$ cat config.mk
export PLATFORM = sky130hd
export DESIGN_NAME = longest_decreasing_subsequence
export DESIGN_NICKNAME = d
export VERILOG_FILES = /design/src/hw/rtl/lds_pkg.sv /design/src/hw/rtl/lds_mem.sv /design/src/hw/rtl/lds_cmp.sv /design/src/hw/rtl/lds_seq.sv /design/src/hw/rtl/longest_decreasing_subsequence.sv
export SDC_FILE = /design/constraint.sdc
export NUM_CORES = 2
export LEC_CHECK = 0
export BUFFER_PORTS_ARGS = -buffer_cell sky130_fd_sc_hd__buf_4
export CORE_MARGIN = 4
export CORE_UTILIZATION = 55
export CTS_CLUSTER_SIZE = 20
export DETAILED_ROUTE_END_ITERATION = 12
export HOLD_SLACK_MARGIN = 0.03
export PLACE_DENSITY = 0.7
export SLEW_MARGIN = 20
export SYNTH_ARGS = -nofsm -noshare
export SYNTH_HDL_FRONTEND = slang
export SYNTH_SLANG_ARGS = --single-unit
$ cat constraint.sdc
create_clock -name clk -period 4.2 [get_ports clk]
set_clock_uncertainty 0.05 [all_clocks]
set_input_delay 1.26 -clock clk [delete_from_list [all_inputs] [get_ports clk]]
set_output_delay 1.26 -clock clk [all_outputs]
set_load 0.02 [all_outputs]
$ cat src/hw/rtl/lds_pkg.sv
// shared types and constants for the longest decreasing subsequence block
// no dependencies
package lds_pkg;

	localparam int HEIGHT_W  = 16;
	localparam int LONGEST_W = 8;
	localparam logic [LONGEST_W-1:0] LONGEST_SAT = 8'd255;

	typedef enum logic [2:0] {
		ST_IDLE,
		ST_SCAN,
		ST_DRAIN,
		ST_WRITE,
		ST_EMIT
	} state_t;

	// sequencer to compare unit
	typedef struct packed {
		logic start;
		logic acc;
	} cmp_ctrl_t;

endpackage

$ cat src/hw/rtl/lds_mem.sv
// single port write, registered read memory for heights and chain lengths
// no dependencies
module lds_mem #(
	parameter int DEPTH = 128,
	parameter int WIDTH = 24,
	localparam int AW = $clog2(DEPTH)
) (
	input  logic             clk,
	input  logic             we,
	input  logic [AW-1:0]    waddr,
	input  logic [WIDTH-1:0] wdata,
	input  logic [AW-1:0]    raddr,
	output logic [WIDTH-1:0] rdata
);

	logic [WIDTH-1:0] mem_q [DEPTH];
	logic [WIDTH-1:0] rdata_q;

	always_ff @(posedge clk) begin
		if (we) begin
			mem_q[waddr] <= wdata;
		end
		rdata_q <= mem_q[raddr];
	end

	assign rdata = rdata_q;

endmodule

$ cat src/hw/rtl/lds_cmp.sv
// shared compare unit: holds the new height and its running chain length
// depends on lds_pkg
module lds_cmp #(
	parameter int SB = 16,
	parameter int CB = 8
) (
	input  logic              clk,
	input  lds_pkg::cmp_ctrl_t ctrl,
	input  logic [SB-1:0]     height_in,
	input  logic [SB-1:0]     rd_height,
	input  logic [CB-1:0]     rd_chain,
	output logic [SB-1:0]     height_q,
	output logic [CB-1:0]     len_q
);

	logic hit;

	// strictly higher earlier element whose chain extends past the current length
	assign hit = (rd_height > height_q) && (rd_chain >= len_q);

	always_ff @(posedge clk) begin
		if (ctrl.start) begin
			height_q <= height_in;
			len_q    <= CB'(1);
		end else if (ctrl.acc && hit) begin
			len_q <= rd_chain + CB'(1);
		end
	end

endmodule

$ cat src/hw/rtl/lds_seq.sv
// sequencer: accepts a transaction, scans stored entries, writes back, emits
// depends on lds_pkg
module lds_seq #(
	parameter int MAX_ITEMS = 128,
	localparam int CW = $clog2(MAX_ITEMS + 1),
	localparam int AW = $clog2(MAX_ITEMS)
) (
	input  logic               clk,
	input  logic               arst_n,
	input  logic               item_valid,
	input  logic               last,
	input  logic               out_free,
	input  logic [CW-1:0]      len,
	output logic               item_stall,
	output lds_pkg::cmp_ctrl_t ctrl,
	output logic [AW-1:0]      raddr,
	output logic               we,
	output logic [AW-1:0]      waddr,
	output logic               emit,
	output logic [CW-1:0]      best,
	output logic               ovf
);

	lds_pkg::state_t state_q, state_d;
	logic [CW-1:0] count_q, count_d;
	logic [CW-1:0] best_q, best_d;
	logic [CW-1:0] k_q, k_d;
	logic          ovf_q, ovf_d;
	logic          last_q, last_d;
	logic          rd_v_s1, rd_v_d;

	always_ff @(posedge clk or negedge arst_n) begin
		if (!arst_n) begin
			state_q <= lds_pkg::ST_IDLE;
			count_q <= '0;
			best_q  <= '0;
			k_q     <= '0;
			ovf_q   <= 1'b0;
			last_q  <= 1'b0;
			rd_v_s1 <= 1'b0;
		end else begin
			state_q <= state_d;
			count_q <= count_d;
			best_q  <= best_d;
			k_q     <= k_d;
			ovf_q   <= ovf_d;
			last_q  <= last_d;
			rd_v_s1 <= rd_v_d;
		end
	end

	always_comb begin
		state_d    = state_q;
		count_d    = count_q;
		best_d     = best_q;
		k_d        = k_q;
		ovf_d      = ovf_q;
		last_d     = last_q;
		rd_v_d     = 1'b0;
		item_stall = 1'b1;
		ctrl.start = 1'b0;
		ctrl.acc   = rd_v_s1;
		we         = 1'b0;
		emit       = 1'b0;
		unique case (state_q)
			lds_pkg::ST_IDLE: begin
				item_stall = 1'b0;
				if (item_valid) begin
					last_d = last;
					if (count_q == CW'(MAX_ITEMS)) begin
						ovf_d   = 1'b1;
						state_d = last ? lds_pkg::ST_EMIT : lds_pkg::ST_IDLE;
					end else begin
						ctrl.start = 1'b1;
						k_d        = '0;
						state_d    = (count_q == '0) ? lds_pkg::ST_WRITE : lds_pkg::ST_SCAN;
					end
				end
			end
			lds_pkg::ST_SCAN: begin
				rd_v_d = 1'b1;
				k_d    = k_q + CW'(1);
				if (k_d == count_q) begin
					state_d = lds_pkg::ST_DRAIN;
				end
			end
			lds_pkg::ST_DRAIN: begin
				state_d = lds_pkg::ST_WRITE;
			end
			lds_pkg::ST_WRITE: begin
				we      = 1'b1;
				count_d = count_q + CW'(1);
				if (len > best_q) begin
					best_d = len;
				end
				state_d = last_q ? lds_pkg::ST_EMIT : lds_pkg::ST_IDLE;
			end
			lds_pkg::ST_EMIT: begin
				if (out_free) begin
					emit    = 1'b1;
					count_d = '0;
					best_d  = '0;
					ovf_d   = 1'b0;
					state_d = lds_pkg::ST_IDLE;
				end
			end
			default: begin
				state_d = lds_pkg::ST_IDLE;
			end
		endcase
	end

	assign raddr = k_q[AW-1:0];
	assign waddr = count_q[AW-1:0];
	assign best  = best_q;
	assign ovf   = ovf_q;

endmodule

$ cat src/hw/rtl/longest_decreasing_subsequence.sv
// top level of the longest strictly decreasing subsequence block
// depends on lds_pkg, lds_mem, lds_cmp, lds_seq
//
//  channel   handshake                 payload
//  item      item_valid / item_stall   height[15:0], last
//  result    result_valid / result_stall longest[7:0], overflow
//
// an element with n stored before it passes the scan, drain and write states (n = 0: write only),
// the scan doing one read a cycle from the single read port of the element memory
// an element dropped because the store is full is taken in the idle state without a memory write
// a last element then passes the emit state to load the result register, held there while it is stalled
// reset clears the sequence count, best length, overflow flag and result valid
// the next transaction is accepted while a result waits behind result_stall
module longest_decreasing_subsequence #(
	parameter int MAX_ITEMS   = 128,
	parameter int HEIGHT_BITS = 16
) (
	input  logic                            clk,
	input  logic                            arst_n,
	input  logic                            item_valid,
	output logic                            item_stall,
	input  logic [lds_pkg::HEIGHT_W-1:0]    height,
	input  logic                            last,
	output logic                            result_valid,
	input  logic                            result_stall,
	output logic [lds_pkg::LONGEST_W-1:0]   longest,
	output logic                            overflow
);

	localparam int SB = (HEIGHT_BITS < lds_pkg::HEIGHT_W) ? HEIGHT_BITS : lds_pkg::HEIGHT_W;
	localparam int CB = $clog2(MAX_ITEMS + 1);
	localparam int AW = $clog2(MAX_ITEMS);

	lds_pkg::cmp_ctrl_t ctrl;
	logic [AW-1:0]      raddr;
	logic [AW-1:0]      waddr;
	logic               we;
	logic [SB+CB-1:0]   rdata;
	logic [SB-1:0]      height_q;
	logic [CB-1:0]      len_q;
	logic               emit;
	logic [CB-1:0]      best;
	logic               ovf;
	logic               out_free;

	logic                          result_valid_q;
	logic [lds_pkg::LONGEST_W-1:0] longest_q;
	logic                          overflow_q;
	logic [lds_pkg::LONGEST_W-1:0] longest_sat;

	assign out_free = !result_valid_q || !result_stall;

	lds_seq #(
		.MAX_ITEMS(MAX_ITEMS)
	) u_seq (
		.clk       (clk),
		.arst_n    (arst_n),
		.item_valid(item_valid),
		.last      (last),
		.out_free  (out_free),
		.len       (len_q),
		.item_stall(item_stall),
		.ctrl      (ctrl),
		.raddr     (raddr),
		.we        (we),
		.waddr     (waddr),
		.emit      (emit),
		.best      (best),
		.ovf       (ovf)
	);

	lds_cmp #(
		.SB(SB),
		.CB(CB)
	) u_cmp (
		.clk      (clk),
		.ctrl     (ctrl),
		.height_in(height[SB-1:0]),
		.rd_height(rdata[SB+CB-1:CB]),
		.rd_chain (rdata[CB-1:0]),
		.height_q (height_q),
		.len_q    (len_q)
	);

	lds_mem #(
		.DEPTH(MAX_ITEMS),
		.WIDTH(SB + CB)
	) u_mem (
		.clk  (clk),
		.we   (we),
		.waddr(waddr),
		.wdata({height_q, len_q}),
		.raddr(raddr),
		.rdata(rdata)
	);

	// saturate the chain length to the result width
	always_comb begin
		if (32'(best) > 32'(lds_pkg::LONGEST_SAT)) begin
			longest_sat = lds_pkg::LONGEST_SAT;
		end else begin
			longest_sat = lds_pkg::LONGEST_W'(best);
		end
	end

	always_ff @(posedge clk or negedge arst_n) begin
		if (!arst_n) begin
			result_valid_q <= 1'b0;
		end else if (emit) begin
			result_valid_q <= 1'b1;
		end else if (!result_stall) begin
			result_valid_q <= 1'b0;
		end
	end

	always_ff @(posedge clk) begin
		if (emit) begin
			longest_q  <= longest_sat;
			overflow_q <= ovf;
		end
	end

	assign result_valid = result_valid_q;
	assign longest      = longest_q;
	assign overflow     = overflow_q;

endmodule

==> out/results.tsv <==
metric	value	unit
RSZ-0062 raised after global routing	no	
Final Hold Viols	0	
Top FF cell, synth	edfxtp_1	
total CTS buffers	328	
width of the die	478.3	µm
core area	219900	µm²
GRT overflow	0	
Routed Antenna Nets	0	
CP most frequent cell	buf_4	
status	finished clean	
area fraction of the dominant cell type after synthesis	76.44	%
highest ir drop seen on vdd	0.5458	mV
die area	228800	µm²
vias per inst	6.653	
Syn Area/Cell	22.63	µm²
Tot GR Track Use	27.57	%
P_leak	43.42	nW
share of cells above drive strength 1	29.67	%
CTS tree	built	
critical path cell sequence	buf_12 -> buf_4 -> mux4_2 -> mux2_2 -> o22ai_1 -> nor4_1 -> a2111oi_1 -> buf_4 -> a21oi_1	
Mapped Area	121700	µm²
Total Wirelength	315400	µm
Int Pwr	62.96	mW
worst setup path start	u_seq.k_q[0]	
CTS sink count	3160	
clk slew on worst S/H paths	60	ps
Synth Register Bits	3160	
GR peak layer	met2	
Setup crit end kind	flip-flop	
Fmax	0.2506	GHz
chip height	478.3	µm
Initial Util	55.31	%
slew margin rel.	12.59	%
Final Cycle Share	95.03	%
io pins	32	
drt drc	0	
vias	59960	
Mapped Cells	5376	
Longest Clk Path Bufs	4	
startpoint types	flip-flop	
met3 Use GR	7.079	%
drt pass-1 iters	6	
Post-synth EDFFs	3097	
Routed WL per cell	35.00	µm
Hold WC Path Type	in2async	
Root Buffer	clkbuf_16	
initial antenna violation count	14	
first-pass GRT wire length	446900	µm
Net Sw Frac	29.73	%
Initial DRC Count	9239	
minimum clock period	3991	ps
Ys Warns	0	
most frequent cells in the layout	3097 x edfxtp_1, 778 x mux4_2, 344 x buf_4, 331 x clkbuf_16, 268 x mux2i_1	
Post-Syn Nets	5433	
GPL Wtd Cong	0.9198	
Setup Viol. Count Final	0	
Worst EP arrival	4720	ps
Filler Cell Count	14550	
Final Slew Violations	0	
CP max-delay cell	a2111oi_1	
Gate power share	26.8	%
Yosys top cell by area	edfxtp_1	
Worst Tran Pin Value	1308	ps
synth top area cells	edfxtp_1 76%, mux4_2 14%, mux2i_1 2.2%, dfrtp_1 0.64%, nor2_1 0.53%	
met2 usage	41.74	%
DP Wirelength	177100	µm
number of buffers added on ports	31	
setup TNS	0	ps
Yosys cell types	56	
vias in the first global route	59260	
CP peak stage delay	760	ps
PD cells	650.1	nW/µm²
final core occ	62.66	%
Setup Fix Bufs, Post-CTS	0	
clock network power share	30.7	%
sw power	26.63	mW
Row Count	172	
Crit Path Class	reg2reg	
CP Data Required Time	4930	ps
sequential power share	42.4	%
clock latency on the worst-skew pair	950	ps
sequential area share after synthesis	77.61	%
nets	5863	
M1 GR Usage	38.96	%
largest net degree at the start of global routing	97	
ys async rst share	0.9810	%
worst-path fanout max	18	
H-tree depth	5	
Max-cap violations	0	
RR Startpoint	u_seq.k_q[0]	
Area growth syn-to-layout	13.28	%
commonest non-fill, non-tap cell in the layout	edfxtp_1	
==> layout make-up <==
class | instances | area (µm²) | area share (%)
Tap cell | 2958 | 3701 | 2.686
Timing Repair Buffer | 389 | 3482 | 2.527
Antenna cell | 12 | 30.03 | 0.02179
Inverter | 40 | 150.1 | 0.1089
Sequential cell | 3160 | 94460 | 68.54
Clock buffer | 408 | 8632 | 6.264
Clock inverter | 159 | 1400 | 1.016
Multi-Input combinational cell | 1887 | 25950 | 18.83
==> timing repair <==
item,in CTS,in global routing
resized for setup,0,1
endpoints found under the setup margin,0,1
hold endpoints to repair,0,0
hold buffers,0,0
==> worst max-delay path, delay by kind of cell (launching register included) <==
kind	cells	cell delay (ps)
buf+inv	3	780
mux	2	810
flops	1	740
simple gates	1	210
compound gates	3	1210
==> power groups by stage <==
stage | clock network [mW] | logic, mW | registers, mW
floorplan | 0 | 14.8 | 38.8
global placement | 0 | 23.6 | 38.6
detailed placement | 0 | 23.9 | 38.6
CTS | 27.9 | 24.0 | 38.0
global route | 29.3 | 25.1 | 38.0
finish | 27.5 | 24.1 | 38.0
==> registers in the layout, indices dropped and copies added, names as in the netlist <==
signal          count
u_mem.mem_q      3072
overflow            1
u_cmp.len_q         8
u_seq.rd_v_s1       1
u_seq.state_q       3
result_valid        1
longest             8
u_seq.count_q       8
u_cmp.height_q     16
u_seq.k_q           8
u_seq.ovf           1
u_mem.rdata        24
u_seq.last_q        1
u_seq.best          8
==> Yosys cell counts, types with 32 or more instances <==
| cell | n |
|---|---|
| a211oi_1 | 41 |
| a21oi_1 | 89 |
| a22oi_1 | 82 |
| buf_1 | 45 |
| buf_2 | 72 |
| buf_4 | 38 |
| buf_6 | 34 |
| clkbuf_1 | 98 |
| dfxtp_1 | 32 |
| edfxtp_1 | 3097 |
| ha_1 | 36 |
| inv_1 | 39 |
| mux2_2 | 37 |
| mux2i_1 | 268 |
| mux4_2 | 778 |
| nand2_1 | 60 |
| nor2_1 | 172 |
| o21ai_0 | 45 |
| o22ai_1 | 48 |
==> metrics by stage <==
step / std cells / worst slack (ps) / cell area (µm²) / hold slack (ps) / power [mW]
after floorplan: 5376 / 437.1 / 121700 / 374.9 / 53.61
after global placement: 8433 / 97.41 / 127700 / 381.4 / 62.17
after detailed placement: 8433 / 97.13 / 127700 / 387.4 / 62.50
after CTS: 9000 / 40.88 / 137800 / 180.8 / 89.83
after global routing: 9006 / 63.56 / 137800 / 225.9 / 92.39
final: 9013 / 208.9 / 137800 / 244.3 / 89.59
==> final timing paths <==
kind                                   endpoint  slack (ps)  cells past startpoint
worst min-delay path               result_valid         240                      1
min in group clk                     longest[4]         400                      0
worst min register to register       longest[4]         400                      0
worst max register to register  u_mem.rdata[20]         210                      9
worst max-delay path            u_mem.rdata[20]         210                      9
max in group asynchronous          u_seq.k_q[2]        3400                      1
==> routing by layer <==
metal	wire, µm	up-vias	part of all wire [%]
li1	-	23700	-
met1	116000	31700	37
met2	147400	3884	47
met3	37410	679	12
met4	14570	2	4.6
met5	13	-	0.0041
==> cells by family (layout without fill, tap and decap cells) <==
group,Yosys count,count (layout),share of synthesized area [%]
simple gates,356,356,1.320
compound gates,390,390,2.157
mux,1083,1083,16.95
flops,3160,3160,77.61
xor+xnor,22,22,0.1584
fa+ha+maj,36,36,0.3702
other cells,0,12,0
buf+inv,329,996,1.439
Power figures use the tool's default switching activity.
